<file path="config.mk">
export PLATFORM = sky130hd
export DESIGN_NAME = vfc_front_flat
export DESIGN_NICKNAME = d
export VERILOG_FILES = /design/src/sv/vfc_pkg.sv /design/src/sv/vfc_if.sv /design/src/sv/vfc_front.sv /design/src/flat_wrapper.sv
export SDC_FILE = /design/constraint.sdc
export NUM_CORES = 1
export LEC_CHECK = 0
export BUFFER_PORTS_ARGS = -buffer_cell sky130_fd_sc_hd__buf_2
export CORE_MARGIN = 1.5
export CORE_UTILIZATION = 40
export DETAILED_ROUTE_END_ITERATION = 7
export PLACE_DENSITY_LB_ADDON = 0.08
export RECOVER_POWER = 100
export SYNTH_ARGS = -nofsm -noshare
export SYNTH_HDL_FRONTEND = slang
export SYNTH_SLANG_ARGS = --single-unit
</file>
<file path="constraint.sdc">
create_clock -name i_clk -period 5.28 [get_ports i_clk]
set_clock_uncertainty 0.1 [all_clocks]
set_input_delay 0 -clock i_clk [delete_from_list [all_inputs] [get_ports i_clk]]
set_output_delay 0 -clock i_clk [all_outputs]
set_load 0.02 [all_outputs]
</file>
<file path="src/sv/vfc_pkg.sv">
// ============================================================================
// vfc_pkg
// Shared types, codes and atlas tables of the voxel face cull mesher.
// ============================================================================
package vfc_pkg;

    // Field widths fixed by the item format
    localparam int IDX_W      = 12;
    localparam int IDX_SPAN   = 2 ** IDX_W;
    localparam int TYPE_W     = 3;
    localparam int POS_W      = 4;
    localparam int DIR_W      = 3;
    localparam int COL_W      = 2;
    // Coordinate field wide enough for the largest supported chunk edge
    localparam int CRD_W      = 6;

    // Defaults handed to the top level
    localparam int CHUNK_EDGE_DEF = 16;
    localparam int QUEUE_DEPTH    = 2;

    typedef enum logic {
        OP_WRITE = 1'b0,
        OP_QUERY = 1'b1
    } t_op;

    typedef enum logic [TYPE_W-1:0] {
        BT_NONE   = 3'd0,
        BT_BLACK  = 3'd1,
        BT_GREEN  = 3'd2,
        BT_GREY   = 3'd3,
        BT_ORANGE = 3'd4,
        BT_PURPLE = 3'd5,
        BT_RED    = 3'd6
    } t_block;

    typedef enum logic [DIR_W-1:0] {
        FD_NEG_X = 3'd0,
        FD_POS_X = 3'd1,
        FD_NEG_Y = 3'd2,
        FD_POS_Y = 3'd3,
        FD_NEG_Z = 3'd4,
        FD_POS_Z = 3'd5
    } t_face_dir;

    typedef enum logic [2:0] {
        FS_IDLE,
        FS_MUL_X,
        FS_FIX_X,
        FS_MUL_Y,
        FS_FIX_Y,
        FS_PUSH
    } t_front_state;

    typedef enum logic [2:0] {
        BS_CLEAR,
        BS_IDLE,
        BS_SELF,
        BS_NBR,
        BS_EMIT
    } t_back_state;

    // Classified item travelling from front to back
    typedef struct packed {
        logic              op;
        logic [IDX_W-1:0]  idx;
        logic [TYPE_W-1:0] btype;
        logic [CRD_W-1:0]  x;
        logic [CRD_W-1:0]  y;
        logic [CRD_W-1:0]  z;
    } t_cmd;

    // Queue status seen by both sides
    typedef struct packed {
        logic full;
        logic empty;
    } t_q_stat;

    // One result record
    typedef struct packed {
        logic              has_face;
        logic [POS_W-1:0]  pos_x;
        logic [POS_W-1:0]  pos_y;
        logic [POS_W-1:0]  pos_z;
        logic [DIR_W-1:0]  face_dir;
        logic [COL_W-1:0]  tile_col;
        logic              tile_row;
        logic              last;
    } t_face_rec;

    // Atlas column of a voxel type
    function automatic logic [COL_W-1:0] tile_col_of(input logic [TYPE_W-1:0] bt);
        logic [COL_W-1:0] col;
        case (bt)
            BT_BLACK, BT_ORANGE: col = 2'd2;
            BT_GREEN, BT_PURPLE: col = 2'd1;
            default:             col = 2'd0;
        endcase
        return col;
    endfunction

    // Atlas row of a voxel type
    function automatic logic tile_row_of(input logic [TYPE_W-1:0] bt);
        logic row;
        case (bt)
            BT_ORANGE, BT_PURPLE, BT_RED: row = 1'b1;
            default:                      row = 1'b0;
        endcase
        return row;
    endfunction

endpackage

</file>
<file path="src/sv/vfc_if.sv">
// ============================================================================
// vfc_if
// Valid/ready channels for voxel items and face records.
// ============================================================================
interface vfc_in_if;
    logic                       valid;
    logic                       ready;
    logic                       op;
    logic [vfc_pkg::IDX_W-1:0]  voxel_index;
    logic [vfc_pkg::TYPE_W-1:0] block_type;

    modport source (output valid, op, voxel_index, block_type, input ready);
    modport sink   (input valid, op, voxel_index, block_type, output ready);
endinterface


</file>
<file path="src/sv/vfc_front.sv">
// ============================================================================
// vfc_front
// Accepts items, splits a query index into chunk coordinates, queues it.
// ============================================================================
module vfc_front #(
    parameter int CHUNK_EDGE = vfc_pkg::CHUNK_EDGE_DEF
) (
    input  logic             i_clk,
    input  logic             i_rst_n,
    input  logic             i_clearing,
    vfc_in_if.sink           i_in,
    input  vfc_pkg::t_q_stat i_q_stat,
    output logic             o_push,
    output vfc_pkg::t_cmd    o_cmd
);
    import vfc_pkg::*;

    // Reciprocal of the edge, scaled by the index span
    localparam int RECIP = IDX_SPAN / CHUNK_EDGE;
    localparam int PROD_W = 2 * IDX_W;
    localparam int REM_W = IDX_W + 1;

    t_front_state r_state, n_state;
    t_cmd         r_cmd, n_cmd;
    logic [IDX_W-1:0] r_q, n_q;
    logic [IDX_W-1:0] r_q0, n_q0;

    logic              accept;
    logic [IDX_W-1:0]  div_in;
    logic [PROD_W-1:0] prod;
    logic [PROD_W-1:0] qe;
    logic [REM_W-1:0]  rem;
    logic              corr;
    logic [IDX_W-1:0]  q_fix;
    logic [REM_W-1:0]  r_fix;

    assign accept = i_in.valid && i_in.ready;

    // Shared divide-by-edge unit: estimate, then one correction step
    always_comb begin
        div_in = (r_state == FS_MUL_Y || r_state == FS_FIX_Y) ? r_q : r_cmd.idx;
        prod   = PROD_W'(div_in) * PROD_W'(RECIP);
        qe     = PROD_W'(r_q0) * PROD_W'(CHUNK_EDGE);
        rem    = REM_W'(div_in) - REM_W'(qe);
        corr   = (rem >= REM_W'(CHUNK_EDGE));
        q_fix  = r_q0 + IDX_W'(corr);
        r_fix  = corr ? rem - REM_W'(CHUNK_EDGE) : rem;
    end

    // Next state
    always_comb begin
        n_state = r_state;
        unique case (r_state)
            FS_IDLE: begin
                if (accept) begin
                    n_state = (i_in.op == OP_QUERY) ? FS_MUL_X : FS_PUSH;
                end
            end
            FS_MUL_X: n_state = FS_FIX_X;
            FS_FIX_X: n_state = FS_MUL_Y;
            FS_MUL_Y: n_state = FS_FIX_Y;
            FS_FIX_Y: n_state = FS_PUSH;
            FS_PUSH: begin
                if (!i_q_stat.full) begin
                    n_state = FS_IDLE;
                end
            end
            default: n_state = FS_IDLE;
        endcase
    end

    // Outputs and datapath loads
    always_comb begin
        i_in.ready = 1'b0;
        o_push     = 1'b0;
        n_cmd      = r_cmd;
        n_q        = r_q;
        n_q0       = r_q0;
        unique case (r_state)
            FS_IDLE: begin
                i_in.ready = !i_clearing;
                if (accept) begin
                    n_cmd.op    = i_in.op;
                    n_cmd.idx   = i_in.voxel_index;
                    n_cmd.btype = i_in.block_type;
                end
            end
            FS_MUL_X, FS_MUL_Y: begin
                n_q0 = prod[PROD_W-1:IDX_W];
            end
            FS_FIX_X: begin
                n_cmd.x = CRD_W'(r_fix);
                n_q     = q_fix;
            end
            FS_FIX_Y: begin
                n_cmd.y = CRD_W'(r_fix);
                n_cmd.z = CRD_W'(q_fix);
            end
            FS_PUSH: begin
                o_push = !i_q_stat.full;
            end
            default: ;
        endcase
    end

    always_ff @(posedge i_clk) begin
        if (!i_rst_n) begin
            r_state <= FS_IDLE;
        end else begin
            r_state <= n_state;
        end
    end

    always_ff @(posedge i_clk) begin
        r_cmd <= n_cmd;
        r_q   <= n_q;
        r_q0  <= n_q0;
    end

    assign o_cmd = r_cmd;

endmodule

</file>
<file path="src/flat_wrapper.sv">
// flat-port wrapper written by rule: the top's interface ports become plain ports
module vfc_front_flat import vfc_pkg::*;
#(
    parameter int CHUNK_EDGE = vfc_pkg::CHUNK_EDGE_DEF
)
  (i_clk, i_rst_n, i_clearing, i_q_stat, o_push, o_cmd, i_in_valid, i_in_op, i_in_voxel_index, i_in_block_type, i_in_ready);
  vfc_in_if i_in_i ();
  input  logic i_clk;
  input  logic i_rst_n;
  input  logic i_clearing;
  input  vfc_pkg::t_q_stat i_q_stat;
  output logic o_push;
  output vfc_pkg::t_cmd o_cmd;
  input wire logic [$bits(i_in_i.valid)-1:0] i_in_valid;
  input wire logic [$bits(i_in_i.op)-1:0] i_in_op;
  input wire logic [$bits(i_in_i.voxel_index)-1:0] i_in_voxel_index;
  input wire logic [$bits(i_in_i.block_type)-1:0] i_in_block_type;
  output wire logic [$bits(i_in_i.ready)-1:0] i_in_ready;
  assign i_in_i.valid = i_in_valid;
  assign i_in_i.op = i_in_op;
  assign i_in_i.voxel_index = i_in_voxel_index;
  assign i_in_i.block_type = i_in_block_type;
  assign i_in_ready = i_in_i.ready;
  vfc_front #(.CHUNK_EDGE(CHUNK_EDGE)) u_core (.i_clk(i_clk), .i_rst_n(i_rst_n), .i_clearing(i_clearing), .i_in(i_in_i), .i_q_stat(i_q_stat), .o_push(o_push), .o_cmd(o_cmd));
endmodule
</file>
# Word level (Yosys, flattened, before mapping)
# Index checks and enable logic that the tools add are counted.
[totals]
regBits = 57
word_cells = 36
out_inout_bits = 36
[op_classes]
n_mux = 8
eq_ne = 7
addsub = 3
reduce_logical = 8
order_cmp = 1
[op_table]
columns = ["cell", "n"]
rows = [
  ["$pmux W3 S6", 1],
  ["$ge A13 B5 Y1 const B", 1],
  ["$sub A12 B12 Y13", 1],
  ["$mux W12", 1],
  ["$add A8 B1 Y9", 1],
  ["$mux W3", 3],
  ["$eq A3 B2 Y1 const B", 2],
  ["$eq A3 B3 Y1 const B", 2],
  ["$mux W6", 1],
  ["$sub A6 B5 Y6 const B", 1],
  ["$reduce_and A2 Y1", 2],
  ["$eq A3 B1 Y1 const B", 1],
  ["$logic_not A3 Y1", 1],
  ["$logic_not A1 Y1", 2],
  ["$mux W1", 2],
  ["$ne A2 B1 Y1 const B", 1],
  ["$ne A2 B2 Y1 const B", 1],
  ["$reduce_or A2 Y1", 1],
  ["$logic_and A1 B1 Y1", 1],
  ["$logic_or A1 B1 Y1", 1],
]

# Logic depth before layout (Yosys ltp)
[depth]
depth_word = 6
mapped_depth = 18

# Least setup slack after synthesis
# No wires, ideal clock.
[synth_timing]
path_type = "register to register"
startpoint = "register u_core.r_state[2]"
endpoint = "register u_core.r_q[6], data pin"
synth_period_minus_slack_ns = 4.600
setup_ns = 0.258
arrival_time_ns = 4.242
stages_incl_launch_ff = 18
path_slack_ns = 0.680
path_buffers = 1
cell_sequence = "dfxtp_1 -> buf_4 -> inv_1 -> nor3_1 -> nor2_2 -> mux2i_1 -> ha_1 -> inv_1 -> fa_1 -> a2111oi_0 -> o311ai_1 -> nor3b_2 -> nand4_1 -> ha_1 -> ha_1 -> nand3_1 -> nor2_1 -> xnor2_1"
[synth_via]
elab_chain_len = 6
word_cells_on_any_way = 7
classes_between = "2 x add/sub; 1 x order compare; 2 x eq/ne; 1 x mux; 1 x reduce/logical"
[synth_lines]
columns = ["element", "line_no", "text"]
rows = [
  ["start: declaration", "vfc_front.sv:23", "t_front_state r_state, n_state;"],
  ["start signal: assignment", "vfc_front.sv:110", "r_state <= n_state;"],
  ["$eq A3 B2 Y1 or $eq A3 B3 Y1 (tied branches)", "vfc_front.sv:41", "div_in = (r_state == FS_MUL_Y || r_state == FS_FIX_Y) ? r_q : r_cmd.idx;"],
  ["$logic_or A1 B1 Y1 (*)", "vfc_front.sv:41", ""],
  ["$mux W12 (*)", "vfc_front.sv:41", ""],
  ["$sub A12 B12 Y13 (*)", "vfc_front.sv:44", "rem = REM_W'(div_in) - REM_W'(qe);"],
  ["$ge A13 B5 Y1 (*)", "vfc_front.sv:45", "corr = (rem >= REM_W'(CHUNK_EDGE));"],
  ["$add A8 B1 Y9 (*)", "vfc_front.sv:46", "q_fix = r_q0 + IDX_W'(corr);"],
  ["named net u_core.q_fix[6]", "vfc_front.sv:34", "logic [IDX_W-1:0] q_fix;"],
  ["end signal: assignment", "vfc_front.sv:116", "r_q <= n_q;"],
  ["end: declaration", "vfc_front.sv:25", "logic [IDX_W-1:0] r_q, n_q;"],
]
# Mark *: on every way through the listed nets, which the timed path passes. The rest lies on a longest branch.
# A chain may end at the register's enable or synchronous reset.

# Final worst setup path
# Ends and elaborated chain as after synthesis.

==> impl_metrics.tcl <==
set metrics [dict create \
    outcome "finished, final reports clean" \
    ir_worst_vdd_v 0.0001536 \
    numCtsBuffers 5 \
    switching_share 0.3044 \
    routabilityCongestion 0.7598 \
    grt_max_degree 18 \
    clk_pin_slew_ns 0.09 \
    max_stage_delay_ns 0.67 \
    place_hpwl_mm 3.749 \
    ctsResizeCount 0 \
    p_per_area_nw_per_um2 324.1 \
    hold_buffers 17 \
    min_path_type "primary input to register" \
    vias 1787 \
    cts_tree "built" \
    worstSetupStartpoint "u_core.r_state[2]" \
    cts-htree-levels 2 \
    fin_tns_setup_ns 0 \
    final_nets 306 \
    ys.flop_type "edfxtp_1" \
    placed_cell_area_sq_um 2954 \
    synth-xor-area-share 0.03403 \
    slowest_stage "dfxtp_1" \
    cap_violations 0 \
    ant_nets 0 \
    clock_latency_ns 0.30 \
    max_freq_mhz 216.8 \
    final_cell_area_sq_um 3118 \
    power_frac_comb 0.232 \
    seq_power_share 0.543 \
    async_reset_ff_frac 0 \
    critPathCaptureType "register" \
    layout_common_cells "edfxtp_1, clkbuf_1, inv_1" \
    drc 0 \
    grt_pass1_vias 1777 \
    worst-path-stages 17 \
    final_common_cell "edfxtp_1" \
    setup_viol 0 \
    dieWidth_um 83.22 \
    p_total_w 0.001011 \
    drive_gt1_frac 0.1033 \
    core_sq_um 6277 \
    grt_pass1_wl_mm 8.707 \
    pwr-share-clk 0.224 \
    hold_violations 0 \
    syn2layout_area_growth_pct 21.15 \
    r2r_end "u_core.r_q[6]" \
    crit_family "adder cells" \
    r2r_start "u_core.r_state[2]" \
    report.final.slew_viol_count 0 \
    power.internal_w 0.0007030 \
    slew-limit-headroom 0.3666 \
    start_util 0.4100 \
    holdWs_ns 0.03423 \
    cp-endpoint "u_core.r_q[6]" \
    p_sw_w 0.0003077 \
    path_cells "inv_1 > nor3_1 > nor2_1 > mux2i_1 > ha_1 > inv_1 > fa_1 > a21o_1 > a221oi_1 > mux2i_1 > nor3b_2 > nand4_1 > ha_1 > ha_1 > nand3_1 > nor2_1 > xnor2_1" \
    yosys_warnings 0 \
    port_buffers 56 \
    wl_per_cell_um 15.05 \
    grt_antenna_before_repair 0 \
    crit_arrival_ns 4.57 \
    grt_usage 0.1578 \
    syn_area_sq_um 2574 \
    cp_data_required_time_ns 5.24 \
    routed_wl_mm 5.237 \
    synthCells 193 \
    crit_top_cell "ha_1" \
    leakage_nw 1.169 \
    synth_top_family_by_area "compound AO/OA/AOI/OAI gates" \
    synth_mux_area_frac 0.02528 \
    r2r_setup_slack_ns 0.67 \
    timing.final.crit_share 0.8738 \
    ff2ff_path_depth 17 \
    critPathBufInv 2 \
    drtIter0Drc 112 \
    routed_via_density 5.135 \
    die-height_um 83.22 \
    tightest_slew_ns 0.9481 \
    overflow 0 \
    diodes 0 \
    postCtsSetupRepairBufs 0 \
    ioPinCount 58 \
    synth_compound_area_frac 0.1142 \
    timing.final.crit_period_ns 4.613 \
    ys_seq_area_frac 0.6184 \
    rsz0062_at_grt "false" \
    synth_adder_area_share 0.06612 \
    synth_seq_cells 54 \
    rows 29 \
    startpoint_type "register" \
    fp.dieArea_sq_um 6925 \
    synth_area_per_cell_sq_um 13.34 \
    clock_sinks 54 \
    path_class "register to register" \
    synth_simple_gate_area_frac 0.09917 \
    ys_types 47 \
    cts_root_buf "clkbuf_8" \
    syn_nets 228 \
    synth_edf_count 51 \
    cts.path.max_buffers 2 \
    dr.pass1.iters 4 \
    worstPathMaxFanout 17 \
    fillers 597 \
]
-- through the flow --
step	worst slack, ns	util	std cells
global route	0.2498	0.4967	348
floorplan	0.6801	-	193
finish	0.6666	0.4967	348
CTS	0.7397	0.5109	348
global placement	0.8254	0.4706	324
detailed placement	0.7807	0.4706	324
-- state kept, by name, summed over array words and instances, names as in the netlist --
name            count
u_core.o_cmd       34
u_core.r_q          9
u_core.r_q0         8
u_core.r_state      3
-- cell families (layout without fill, tap and decap cells) --
group / after synthesis / after routing
flip-flops: 54 / 54
AO/OA/AOI/OAI: 38 / 38
buffers and inverters: 25 / 103
multiplexers: 6 / 6
adder cells (fa/ha/maj): 13 / 13
XOR/XNOR: 10 / 10
AND/OR/NAND/NOR: 47 / 47
-- area by class of cell --
type,count,area [sq um],area share
clock buffers,5,68.82,0.02207
multi-input cells,114,857.1,0.2749
clock inverters,2,13.76,0.004414
inverters,20,75.07,0.02408
flip-flops and latches,54,1592,0.5104
well taps,77,96.34,0.03090
repair buffers,76,415.4,0.1332
-- how the worst min path moves through the flow --
stage	start	endpoint	slack, ns	cells after the start
2_1_floorplan	i_clearing	i_in_ready	-0.02	1
6_report	i_q_stat[1]	u_core.r_state[0]	0.03	3
5_1_grt	i_q_stat[1]	u_core.r_state[0]	0.07	3
3_5_place_dp	i_in_voxel_index[3]	u_core.o_cmd[24]	0.08	1
3_3_place_gp	i_in_voxel_index[5]	u_core.o_cmd[26]	0.08	1
4_1_cts	i_q_stat[1]	u_core.r_state[0]	0.04	3
-- synth_stat cells, types with 2 or more instances --
master,count,share of area
edfxtp_1,51,0.60
inv_1,20,0.029
ha_1,12,0.058
nor2_1,10,0.015
a21oi_1,9,0.017
nor3_1,6,0.012
nand2_1,5,0.0073
nand3_1,5,0.0097
xnor2_1,5,0.017
xor2_1,5,0.017
a221oi_1,4,0.014
mux2_2,4,0.017
a22o_1,3,0.010
a41oi_1,3,0.010
and2_1,3,0.0073
and3_1,3,0.0073
dfxtp_1,3,0.023
nand2b_1,3,0.0073
nand4_1,3,0.0073
nor4_1,3,0.0073
a21o_1,2,0.0058
a2bb2oi_1,2,0.0068
a31oi_1,2,0.0049
buf_4,2,0.0058
mux2i_1,2,0.0078
o21ai_0,2,0.0039
-- tightest hold or removal path: stages --
cell	delay, ns
buf_2	0.07
nand2b_1	0.13
o2111a_1	0.20
-- per-layer routing --
metal | GRT usage | share of wire
met5 | 0 | 0
met4 | 0.03636 | 0.0076
met1 | 0.2139 | 0.47
met3 | 0.03678 | 0.047
met2 | 0.2587 | 0.48
-- power groups by stage --
stage	combinational (W)	sequential, W	clock, W
after global routing	0.000267	0.000556	0.000246
after floorplan	0.000160	0.000569	0
after detailed placement	0.000240	0.000559	0
after global placement	0.000239	0.000558	0
after CTS	0.000251	0.000550	0.000235
final	0.000235	0.000549	0.000227
No activity file was read; power rests on OpenSTA's default activity.
