--- src/sv/vfc_pkg.sv ---
// ============================================================================
// vfc_pkg
// Shared types, codes and atlas tables of the voxel face cull mesher.
// ============================================================================
package vfc_pkg;

    // Field widths fixed by the item format
    localparam int IDX_W      = 12;
    localparam int IDX_SPAN   = 2 ** IDX_W;
    localparam int TYPE_W     = 3;
    localparam int POS_W      = 4;
    localparam int DIR_W      = 3;
    localparam int COL_W      = 2;
    // Coordinate field wide enough for the largest supported chunk edge
    localparam int CRD_W      = 6;

    // Defaults handed to the top level
    localparam int CHUNK_EDGE_DEF = 16;
    localparam int QUEUE_DEPTH    = 2;

    typedef enum logic {
        OP_WRITE = 1'b0,
        OP_QUERY = 1'b1
    } t_op;

    typedef enum logic [TYPE_W-1:0] {
        BT_NONE   = 3'd0,
        BT_BLACK  = 3'd1,
        BT_GREEN  = 3'd2,
        BT_GREY   = 3'd3,
        BT_ORANGE = 3'd4,
        BT_PURPLE = 3'd5,
        BT_RED    = 3'd6
    } t_block;

    typedef enum logic [DIR_W-1:0] {
        FD_NEG_X = 3'd0,
        FD_POS_X = 3'd1,
        FD_NEG_Y = 3'd2,
        FD_POS_Y = 3'd3,
        FD_NEG_Z = 3'd4,
        FD_POS_Z = 3'd5
    } t_face_dir;

    typedef enum logic [2:0] {
        FS_IDLE,
        FS_MUL_X,
        FS_FIX_X,
        FS_MUL_Y,
        FS_FIX_Y,
        FS_PUSH
    } t_front_state;

    typedef enum logic [2:0] {
        BS_CLEAR,
        BS_IDLE,
        BS_SELF,
        BS_NBR,
        BS_EMIT
    } t_back_state;

    // Classified item travelling from front to back
    typedef struct packed {
        logic              op;
        logic [IDX_W-1:0]  idx;
        logic [TYPE_W-1:0] btype;
        logic [CRD_W-1:0]  x;
        logic [CRD_W-1:0]  y;
        logic [CRD_W-1:0]  z;
    } t_cmd;

    // Queue status seen by both sides
    typedef struct packed {
        logic full;
        logic empty;
    } t_q_stat;

    // One result record
    typedef struct packed {
        logic              has_face;
        logic [POS_W-1:0]  pos_x;
        logic [POS_W-1:0]  pos_y;
        logic [POS_W-1:0]  pos_z;
        logic [DIR_W-1:0]  face_dir;
        logic [COL_W-1:0]  tile_col;
        logic              tile_row;
        logic              last;
    } t_face_rec;

    // Atlas column of a voxel type
    function automatic logic [COL_W-1:0] tile_col_of(input logic [TYPE_W-1:0] bt);
        logic [COL_W-1:0] col;
        case (bt)
            BT_BLACK, BT_ORANGE: col = 2'd2;
            BT_GREEN, BT_PURPLE: col = 2'd1;
            default:             col = 2'd0;
        endcase
        return col;
    endfunction

    // Atlas row of a voxel type
    function automatic logic tile_row_of(input logic [TYPE_W-1:0] bt);
        logic row;
        case (bt)
            BT_ORANGE, BT_PURPLE, BT_RED: row = 1'b1;
            default:                      row = 1'b0;
        endcase
        return row;
    endfunction

endpackage

--- src/sv/vfc_queue.sv ---
// ============================================================================
// vfc_queue
// Small command FIFO between the classifier and the face unit.
// ============================================================================
module vfc_queue #(
    parameter int DEPTH = 2
) (
    input  logic            i_clk,
    input  logic            i_rst_n,
    input  logic            i_push,
    input  vfc_pkg::t_cmd   i_cmd,
    input  logic            i_pop,
    output vfc_pkg::t_cmd   o_head,
    output vfc_pkg::t_q_stat o_stat
);
    import vfc_pkg::*;

    localparam int PW = (DEPTH > 1) ? $clog2(DEPTH) : 1;
    localparam int CW = $clog2(DEPTH + 1);

    t_cmd          r_slot [DEPTH];
    logic [PW-1:0] r_wr_ptr, n_wr_ptr;
    logic [PW-1:0] r_rd_ptr, n_rd_ptr;
    logic [CW-1:0] r_count, n_count;

    // Advance pointers and fill count
    always_comb begin
        n_wr_ptr = r_wr_ptr;
        n_rd_ptr = r_rd_ptr;
        n_count  = r_count;
        if (i_push) begin
            n_wr_ptr = (r_wr_ptr == PW'(DEPTH - 1)) ? '0 : r_wr_ptr + PW'(1);
        end
        if (i_pop) begin
            n_rd_ptr = (r_rd_ptr == PW'(DEPTH - 1)) ? '0 : r_rd_ptr + PW'(1);
        end
        if (i_push && !i_pop) begin
            n_count = r_count + CW'(1);
        end else if (!i_push && i_pop) begin
            n_count = r_count - CW'(1);
        end
    end

    always_ff @(posedge i_clk) begin
        if (!i_rst_n) begin
            r_wr_ptr <= '0;
            r_rd_ptr <= '0;
            r_count  <= '0;
        end else begin
            r_wr_ptr <= n_wr_ptr;
            r_rd_ptr <= n_rd_ptr;
            r_count  <= n_count;
        end
    end

    // Store the pushed command
    always_ff @(posedge i_clk) begin
        if (i_push) begin
            r_slot[r_wr_ptr] <= i_cmd;
        end
    end

    assign o_head       = r_slot[r_rd_ptr];
    assign o_stat.full  = (r_count == CW'(DEPTH));
    assign o_stat.empty = (r_count == '0);

endmodule

--- config.mk ---
export PLATFORM = sky130hd
export DESIGN_NAME = vfc_queue
export DESIGN_NICKNAME = d
export VERILOG_FILES = /design/src/sv/vfc_pkg.sv /design/src/sv/vfc_queue.sv
export SDC_FILE = /design/constraint.sdc
export NUM_CORES = 1
export LEC_CHECK = 0
export ABC_AREA = 1
export BUFFER_PORTS_ARGS = -buffer_cell sky130_fd_sc_hd__buf_4
export CORE_ASPECT_RATIO = 2
export CORE_MARGIN = 1.5
export CORE_UTILIZATION = 47
export DETAILED_ROUTE_END_ITERATION = 10
export PLACE_DENSITY_LB_ADDON = 0.1
export RECOVER_POWER = 100
export SYNTH_ARGS = -nofsm -noshare
export SYNTH_HDL_FRONTEND = slang
export SYNTH_SLANG_ARGS = --single-unit
--- constraint.sdc ---
create_clock -name i_clk -period 2.55 [get_ports i_clk]
set_input_delay 0.6375 -clock i_clk [delete_from_list [all_inputs] [get_ports i_clk]]
set_output_delay 0.6375 -clock i_clk [all_outputs]
set_load 0.03 [all_outputs]
Word-level counts from Yosys, hierarchy flattened
Memories as Yosys holds them, arrays and structs flattened. A register that Yosys moved wholly into a read port is not among the register bits.
Index checks and enable logic that the tools add are counted.
Operators by class
  $add $sub $neg: 4
  equality and inequality tests: 1
  multiplexer cells: 8
  reductions and logical operators: 6
Operators with widths (number)
  2-to-1 mux 1 bit: 6
  2-to-1 mux 2 bit: 2
  adder 1 bit (second input constant): 2
  adder 2 x 1 -> 2 bit (second input constant): 1
  == test 2 bit (second input constant): 1
  logical AND 1 bit: 2
  logical NOT 1 bit: 2
  logical NOT 2 bit: 1
  nonzero test 2 bit: 1
  subtractor 2 x 1 -> 2 bit (second input constant): 1
Storage, ports and cells
  register bits: 4
  memory bits (writable): 68
  input port bits: 38
  output and inout port bits: 36
  memories: 1
Memory list
  r_slot: depth 2, width 34, rd ports 1, clocked after Yosys merged registers in 1, wr ports 1, line vfc_queue.sv:21  | t_cmd r_slot [DEPTH];

Logic depth before layout (Yosys ltp)
Gate-level depths: netlist of run 1.
  word-level depth: 4
  gate-level depth with buffers: 8
  gate-level depth less buffers: 8

Worst setup path after synthesis of run 1
Ideal clock, no wire load.
  path type: input port to flip-flop
  start: input i_push
  end: memory r_slot[0][0] (netlist name) (enable)
  library setup time: 0.426 ns
  arrival: 2.110 ns
  required time: 2.124 ns
  path slack: 0.014 ns
  stages: 2
  path through: inv_1 > nor2_1
On the way
  word-level cells in the longest chain between the ends: 2
RTL lines
  start: declaration: line vfc_queue.sv:10  | input logic i_push,
  2-to-1 mux 1 bit: line vfc_queue.sv:58  | if (i_push) begin
  2-to-1 mux 1 bit (implied by the code): line vfc_queue.sv:59  | r_slot[r_wr_ptr] <= i_cmd;
  end: declaration: line vfc_queue.sv:21
No other way between the ends.

==> metrics.txt, run 1 <==
area of the multi-input gates 563 sq um; Total Routed Length 4990 microns; Worst R2R Path Depth 2; fraction of layout cells with a size suffix above 1 0.335; Simple-Gate Fraction of Synth Area 0.0265; Psw 656 uW; area grow syn2layout 24.2%; CTS Buffer Depth 2; WL/cell 17.2 microns; Final setup viols 0; die extent in y 113 microns; Sw Ratio 0.229; core box area 5760 sq um; synthesized net count 180; Tot GR Track Use 0.167; critical-path maximum fanout 25; clock group share of total power 0.384; Power Density 813 nW/um^2; critical path, cell by cell buf_12, mux2_1, buf_4; maximum vdd drop 528 uV; compound-gate portion of the synthesized area 0.00353; EDFF count, synth 68; First DRT Iteration DRCs 40; Synth Cell Area 2840 sq um; worst hold stages 2; failing checks DRC; Final Core Density 0.612; first-pass GRT wire length 7690 microns; NumNets Final 264; worst slew pin tran 0.815 ns; cts hold-fix bufs 0; combinational fraction of design power 0.124; post-synthesis mux area share 0.175; drt via density 4.97; Crit path arrival time 1.62 ns; data required time of the worst path 1.91 ns; cts repair resizes 0; Clock Skew 0.00322 ns; Post-DRT Antenna Nets 0; hold slack final 0.505 ns; Post-synth top cells edfxtp_1 (68), mux2_4 (30), nor2_1 (9); Worst Min Path Start r_wr_ptr$_SDFFE_PN0P_; PortBufs 73; Num CTS Buffers 9; Yosys top cell by area edfxtp_1; Max stage delay on crit path 0.48 ns; Max-Cap Viols 0; Fill cells 470; Post-synth ARST share 0; initial antenna violation count 0; part of the power in registers 0.492; Main synth FF type edfxtp_1; syn avg cell area 20.1 sq um; RePlAce Congestion 0.620; crit path time final 2.26 ns; Hold Crit Class reg2reg; Final Hold Viols 0; RSZ-0062 raised after global routing no; register area 2140 sq um; Sink Count 73; crit path max-delay cell type dfxtp_2; DP HPWL 3530 microns; critical path startpoint category register; post-synthesis sequential area ratio 0.755; Synth Area in Adders 0.00441; cell row count 39; Remaining DRCs 5; P_leak 1.34 nW; synth warn 0; status complete, but fails checks; Crit. End Element primary output; clk_lat worst skew 0.33 ns; Die X 57.9 microns; Final period util 0.887; Synth cell types 14; placed insts 275; synthesized netlist cell count 141; largest family of logic cells by synthesized area multiplexers; CTS tree yes; diode count 0; drt first pass iters 9; fin. max-slew vios 0; largest net degree at the start of global routing 26; share of the synthesized area in the top cell type 0.720; Initial Util 0.493; Finished Layout Cells 291; Vias 1447; XOR/XNOR Fraction of Synth Area 0; vias in the first global route 1556; Max-slew headroom 0.455; Clock transition at path regs 0.05 ns; global-route congestion overflow total 0; die area 6540 sq um; CTS root buf clkbuf_16; #FFs+latches synth 73; Pwr Total 2.86 mW; htree depth 3; I/O pins 74; cell with the most instances after synthesis edfxtp_1; total internal power 2.21 mW; fmax 0.442 GHz; critical path class reg2out; final setup TNS 0 ns; synth top area cells edfxtp_1 (72%), mux2_4 (16%), dfxtp_1 (3.5%); # Post-CTS Setup Buffers 0; Reg-to-Reg Start r_wr_ptr$_SDFFE_PN0P_
[state kept, by name (all words and copies together) (netlist names), named ones only]
register,count
r_count,2
r_rd_ptr,1
r_slot,68
r_wr_ptr,1
[cell families (layout without fill, tap and decap cells)]
family,after synthesis,in the layout
mux,34,34
simple gates,19,19
buf+inv,12,101
fa+ha+maj,1,1
compound gates,2,2
flops,73,73
[cell usage in the layout, fill, tap and decap left out]
cell type | netlist | layout
buf_4 | 0 | 11
edfxtp_1 | 68 | 68
clkbuf_8 | 0 | 1
nor2_1 | 9 | 9
clkbuf_1 | 0 | 43
inv_1 | 8 | 8
clkbuf_2 | 0 | 1
buf_12 | 3 | 1
clkbuf_4 | 0 | 27
nand4_1 | 1 | 1
clkbuf_16 | 0 | 9
nand3_1 | 1 | 1
mux2_4 | 30 | 22
o21ai_0 | 1 | 1
ha_1 | 1 | 1
dfxtp_1 | 5 | 4
nand2_1 | 8 | 8
mux2_2 | 4 | 4
dfxtp_2 | 0 | 1
mux2_1 | 0 | 8
a21oi_1 | 1 | 1
[power groups by stage]
stage          Combinational, mW  Clock (mW)  Sequential, mW
3_5_place_dp               0.415           0            1.43
6_report                   0.355        1.10            1.41
5_1_grt                    0.377        1.18            1.41
3_3_place_gp               0.403           0            1.43
4_1_cts                    0.416        1.13            1.41
2_1_floorplan              0.272           0            1.42
[layout make-up]
class | instances | area share
inverters | 8 | 0.00852
clock buffers | 16 | 0.0742
multi-input cells | 56 | 0.160
repair buffers | 77 | 0.127
well taps | 61 | 0.0217
flip-flops and latches | 73 | 0.608
[final timing paths]
kind                            end  slack (ns)
max                       o_head[8]        0.29
min           r_wr_ptr$_SDFFE_PN0P_        0.50
max reg2reg  r_slot[0][3]$_DFFE_PP_        0.53
min reg2reg   r_wr_ptr$_SDFFE_PN0P_        0.50
[worst max-delay path: cells and delay by family (launching register included)]
family                 cells  cell delay [ns]
flip-flops                 1             0.48
multiplexers               1             0.37
buffers and inverters      2             0.43
[metal layers]
metal	part of all wire	up-vias	routed length [microns]	GRT usage
met5	0	-	0	0
met3	0.057	9	283	0.0617
met2	0.56	47	2790	0.286
met1	0.36	693	1820	0.172
li1	-	698	-	-
met4	0.020	0	101	0.0837
[metrics by stage]
step | setup WS (ns) | instance area (sq um)
after CTS | 0.284 | 3700
final | 0.289 | 3520
after global routing | 0.169 | 3520
after floorplan | 0.0141 | 2840
after global placement | 0.662 | 3440
after detailed placement | 0.638 | 3440
(Power assumes the default switching activity.)
==> run 2, diff against run 1 <==
--- a/config.mk
+++ b/config.mk
@@ -5,11 +5,11 @@
 export SDC_FILE = /design/constraint.sdc
 export NUM_CORES = 1
 export LEC_CHECK = 0
-export ABC_AREA = 1
+export ABC_AREA = 0
 export BUFFER_PORTS_ARGS = -buffer_cell sky130_fd_sc_hd__buf_4
 export CORE_ASPECT_RATIO = 2
 export CORE_MARGIN = 1.5
-export CORE_UTILIZATION = 47
+export CORE_UTILIZATION = 46
 export DETAILED_ROUTE_END_ITERATION = 10
 export PLACE_DENSITY_LB_ADDON = 0.1
 export RECOVER_POWER = 100
==> run 2 against run 1 <==
- the run ends with capacitance limit, slew limit left
- sequential cell count unchanged
- critical path depth did not move
- non-clock buffer count increased by 1
- critical path type unchanged
- die area shrank 3.6%
- cell area decreased by 2.5%
- via count decreased by 3.4%
- total power is 0.68% lower
- synthesized cell count down 9.2%
- routed wire length fell by 5.4%
- register-to-register slack worse by 0.11 ns
- highest routed layer unchanged
- clock-buffer cell count down 5
- global-route usage is 0.16 points higher
==> metrics.txt, run 2 <==
I/O pins 74; data required time of the worst path 1.91 ns; post-synthesis sequential area ratio 0.802; DP HPWL 3360 microns; Vias 1398; critical path startpoint category register; Hold Crit Class in2reg; Clock Skew 0.00479 ns; Largest register FFs 68; First DRT Iteration DRCs 40; # Post-CTS Setup Buffers 0; Fill cells 452; RSZ-0062 raised after global routing no; cell with the most instances after synthesis edfxtp_1; clk_lat worst skew 0.33 ns; fmax 0.420 GHz; Post-synth ARST share 0; Sink Count 73; Num CTS Buffers 9; Largest regs r_slot (68), r_count (2); register area 2140 sq um; WL/cell 16.9 microns; area grow syn2layout 28.6%; Synth Cell Area 2670 sq um; Tot GR Track Use 0.168; combinational fraction of design power 0.132; Main synth FF type edfxtp_1; Total Routed Length 4720 microns; CTS Buffer Depth 2; diode count 0; worst slew pin tran 1.50 ns; #FFs+latches synth 73; PortBufs 73; maximum vdd drop 641 uV; status complete, but fails checks; part of the power in registers 0.494; most frequent cells in the layout edfxtp_1 (68), mux2_2 (31), clkbuf_2 (26), clkbuf_4 (24), clkbuf_1 (18); final setup TNS 0 ns; critical-path maximum fanout 15; synthesized net count 167; CTS tree yes; Sw Ratio 0.237; CTS root buf clkbuf_16; Initial Util 0.472; Max-Cap Viols 1; Yosys top cell by area edfxtp_1; crit path time final 2.38 ns; Final period util 0.934; core box area 5660 sq um; Final Hold Viols 0; P_leak 1.29 nW; first-pass GRT wire length 7570 microns; Psw 673 uW; NumNets Final 252; RePlAce Congestion 0.684; drt via density 5.01; Die X 56.9 microns; critical path class reg2out; fin. max-slew vios 18; clock group share of total power 0.374; cell row count 39; Final setup viols 0; total internal power 2.17 mW; drt first pass iters 4; Crit. End Element primary output; cts repair resizes 0; Max-slew headroom -0.00454; die area 6300 sq um; Clock transition at path regs 0.05 ns; Biggest register r_slot; die extent in y 111 microns; Crit path arrival time 1.74 ns; Synth cell types 17; most common cell after layout, fill and taps aside edfxtp_1; Placed Area 3330 sq um; Post-DRT Antenna Nets 0; share of the synthesized area in the top cell type 0.764; area of the multi-input gates 498 sq um; global-route congestion overflow total 0; vias in the first global route 1562; failing checks capacitance limit, slew limit; fraction of layout cells with a size suffix above 1 0.486; initial antenna violation count 0; htree depth 3; syn avg cell area 20.9 sq um; largest net degree at the start of global routing 26; EDFF count, synth 68; Power Density 828 nW/um^2; synth top area cells edfxtp_1 (76%), mux2_2 (14%), dfxtp_1 (3.7%); Remaining DRCs 0; cts hold-fix bufs 0; synth warn 0; design area 3440 sq um; Post-synth top cells edfxtp_1 (68), mux2_2 (34), dfxtp_1 (5); synthesized netlist cell count 128
==> run 2: cell types whose count changed after synthesis, moves of 2 or more <==
cell	delta
nor2b_1	+2
mux2_4	-30
nor2_1	-8
xor2_1	+2
inv_1	-7
and2_1	+4
buf_12	-3
nand2_1	-8
mux2_2	+30
buf_4	+3
==> run 2: cell families after synthesis <==
logic type,count (synthesis),synth area share
compound gates,3,0.00749
xor+xnor,3,0.00984
fa+ha+maj,1,0.00468
buf+inv,5,0.0117
flops,73,0.802
mux,34,0.143
simple gates,9,0.0211
==> run 2: layout make-up <==
class	instances	share of cell area
Sequential cell	73	0.623
Multi-Input combinational cell	50	0.145
Timing Repair Buffer	78	0.134
Clock buffer	11	0.0677
Tap cell	61	0.0222
Clock inverter	5	0.00655
Inverter	1	0.00109
==> run 2: final timing paths <==
path	startpoint	end	slack, ns	cells past startpoint
min	i_cmd[9]	r_slot[0][9]$_DFFE_PP_	0.52	1
max	register	o_head[32]	0.17	3
max reg2reg	r_wr_ptr$_SDFFE_PN0P_	r_slot[0][24]$_DFFE_PP_	0.42	2
min reg2reg	r_count[1]$_SDFFE_PN0P_	r_count[1]$_SDFFE_PN0P_	0.52	2
==> run 2: metrics by stage <==
| step | setup slack, ns | total power, mW | hold WS (ns) | utilization | instances |
|---|---|---|---|---|---|
| 6_report | 0.168 | 2.85 | 0.515 | 0.607 | 279 |
| 5_1_grt | 0.0595 | 2.96 | 0.503 | 0.607 | 279 |
| 4_1_cts | 0.152 | 2.93 | 0.483 | 0.633 | 279 |
| 3_5_place_dp | 0.499 | 1.86 | 0.498 | 0.588 | 263 |
| 3_3_place_gp | 0.515 | 1.85 | 0.476 | 0.588 | 263 |
| 2_1_floorplan | 0.563 | 1.68 | 0.466 | - | 128 |
==> run 2: power groups by stage <==
| stage | Clock (mW) | Combinational (mW) | Sequential, mW |
|---|---|---|---|
| floorplan | 0 | 0.262 | 1.42 |
| global placement | 0 | 0.425 | 1.43 |
| detailed placement | 0 | 0.432 | 1.43 |
| CTS | 1.09 | 0.434 | 1.41 |
| global route | 1.15 | 0.401 | 1.41 |
| finish | 1.06 | 0.375 | 1.41 |
==> run 2: critical path, cell delays in order, from the launching register on <==
cell      delay, ns
dfxtp_1        0.54
buf_4          0.31
mux2_2         0.37
clkbuf_2       0.19
==> run 2: metal layers <==
metal | global-route usage | vias up | part of all wire
met2 | 0.300 | 49 | 0.60
met4 | 0.0930 | 0 | 0.026
met3 | 0.0607 | 8 | 0.061
li1 | - | 662 | -
met1 | 0.159 | 679 | 0.31
met5 | 0 | - | 0
==> run 3, diff against run 2 <==
--- a/config.mk
+++ b/config.mk
@@ -8,7 +8,6 @@
 export ABC_AREA = 0
 export BUFFER_PORTS_ARGS = -buffer_cell sky130_fd_sc_hd__buf_4
 export CORE_ASPECT_RATIO = 2
-export CORE_MARGIN = 1.5
 export CORE_UTILIZATION = 46
 export DETAILED_ROUTE_END_ITERATION = 10
 export PLACE_DENSITY_LB_ADDON = 0.1
==> run 3 against run 2 <==
- clock power down 32%
- global-route usage decreased by 0.29 points
- the flow still finishes with violations (capacitance limit, slew limit)
- maximum frequency rose by 5.9%
- largest power group unchanged
- critical path depth did not move
- critical endpoint is now o_head[26]
- via count increased by 0.14%
==> metrics.txt, run 3 (synthesis results as in run 2) <==
status complete, but fails checks; Largest register FFs 68; crit path time final 2.25 ns; Final Core Density 0.605; data required time of the worst path 1.91 ns; Biggest register r_slot; initial antenna violation count 0; critical path, cell by cell clkbuf_2, mux2_2, clkbuf_2; die extent in y 110 microns; Largest regs r_slot (68), r_count (2); Hold Crit Class in2reg; First DRT Iteration DRCs 50; cts repair resizes 0; Crit path arrival time 1.61 ns; die area 6130 sq um; Die X 55.9 microns; Max-Cap Viols 1; # Post-CTS Setup Buffers 0; Worst Min Path Start i_cmd[16]; Largest delay share family, worst path buffers and inverters; worst slew pin tran 1.60 ns; Fill cells 470; failing checks capacitance limit, slew limit; CTS Buffer Depth 2; Power Density 750 nW/um^2; drt via density 5.05; register area 2140 sq um; PortBufs 73; Final setup viols 0; cell row count 38; Num CTS Buffers 9; critical path's most frequent cell clkbuf_2; P_leak 1.21 nW; cts hold-fix bufs 0; Max-slew headroom -0.0668; Sink Count 73; WL/cell 16.9 microns; Crit. End Element primary output; final setup TNS 0 ns; Reg-to-Reg Start r_wr_ptr$_SDFFE_PN0P_; DP HPWL 3300 microns; area grow syn2layout 24.9%; I/O pins 74; largest net degree at the start of global routing 35; CTS root buf clkbuf_8; Post-DRT Antenna Nets 0; most frequent cells in the layout edfxtp_1 (68), mux2_2 (34), clkbuf_1 (30), clkbuf_4 (25), buf_4 (13); critical path class reg2out; global-route congestion overflow total 0; fraction of layout cells with a size suffix above 1 0.452; RSZ-0062 raised after global routing no; htree depth 3; Final period util 0.883; NumNets Final 251; Clock Skew 0.00421 ns; critical path startpoint category register; maximum vdd drop 542 uV; most common cell after layout, fill and taps aside edfxtp_1; crit path max-delay cell type mux2_2; critical-path maximum fanout 17; RePlAce Congestion 0.699; fin. max-slew vios 17; core box area 5520 sq um; first-pass GRT wire length 7270 microns; Max stage delay on crit path 0.39 ns; clk_lat worst skew 0.33 ns; Total Routed Length 4700 microns; area of the multi-input gates 498 sq um; CTS tree yes; Tot GR Track Use 0.165; Final Hold Viols 0; sum of buffers and inverters on the critical path 2; Clock transition at path regs 0.07 ns; Vias 1400; Initial Util 0.484; fmax 0.444 GHz; vias in the first global route 1561; Remaining DRCs 0; diode count 0; drt first pass iters 4
## run 3: per-layer routing
layer  vias up  global-route usage  share of wire
met1       686               0.157           0.35
met5         -                   0              0
met3         7              0.0588          0.050
li1        662                   -              -
met2        45               0.309           0.58
met4         0              0.0836          0.018
## run 3: final cells by class
cell class / count / share of cell area
Multi-Input combinational cell: 50 / 0.149
Inverter: 1 / 0.00113
Timing Repair Buffer: 77 / 0.138
Clock buffer: 12 / 0.0405
Tap cell: 60 / 0.0225
Clock inverter: 4 / 0.00600
Sequential cell: 73 / 0.642
## run 3: per-stage QoR
step                cells  total power, mW  instance area (sq um)  setup slack, ns  hold slack, ns
detailed placement    261             1.86                   3320            0.745           0.512
CTS                   277             2.59                   3470            0.406           0.466
global route          277             2.61                   3340            0.176           0.482
floorplan             128             1.68                   2670            0.563           0.466
finish                277             2.50                   3340            0.300           0.512
global placement      261             1.85                   3320            0.793           0.476
## run 3: path summary, 6_finish.rpt
| kind | end | slack, ns | cells past startpoint |
|---|---|---|---|
| max | o_head[26] | 0.30 | 3 |
| min | r_slot[0][16]$_DFFE_PP_ | 0.51 | 1 |
| max reg2reg | r_slot[0][17]$_DFFE_PP_ | 0.45 | 2 |
| min reg2reg | r_count[1]$_SDFFE_PN0P_ | 0.52 | 2 |
## run 3: report_power, final
group | internal (mW) | total, mW | switching [mW]
clock | 0.347 | 0.723 | 0.375
combinational | 0.145 | 0.379 | 0.234
sequential | 1.38 | 1.40 | 0.0197
total | 1.87 | 2.50 | 0.629
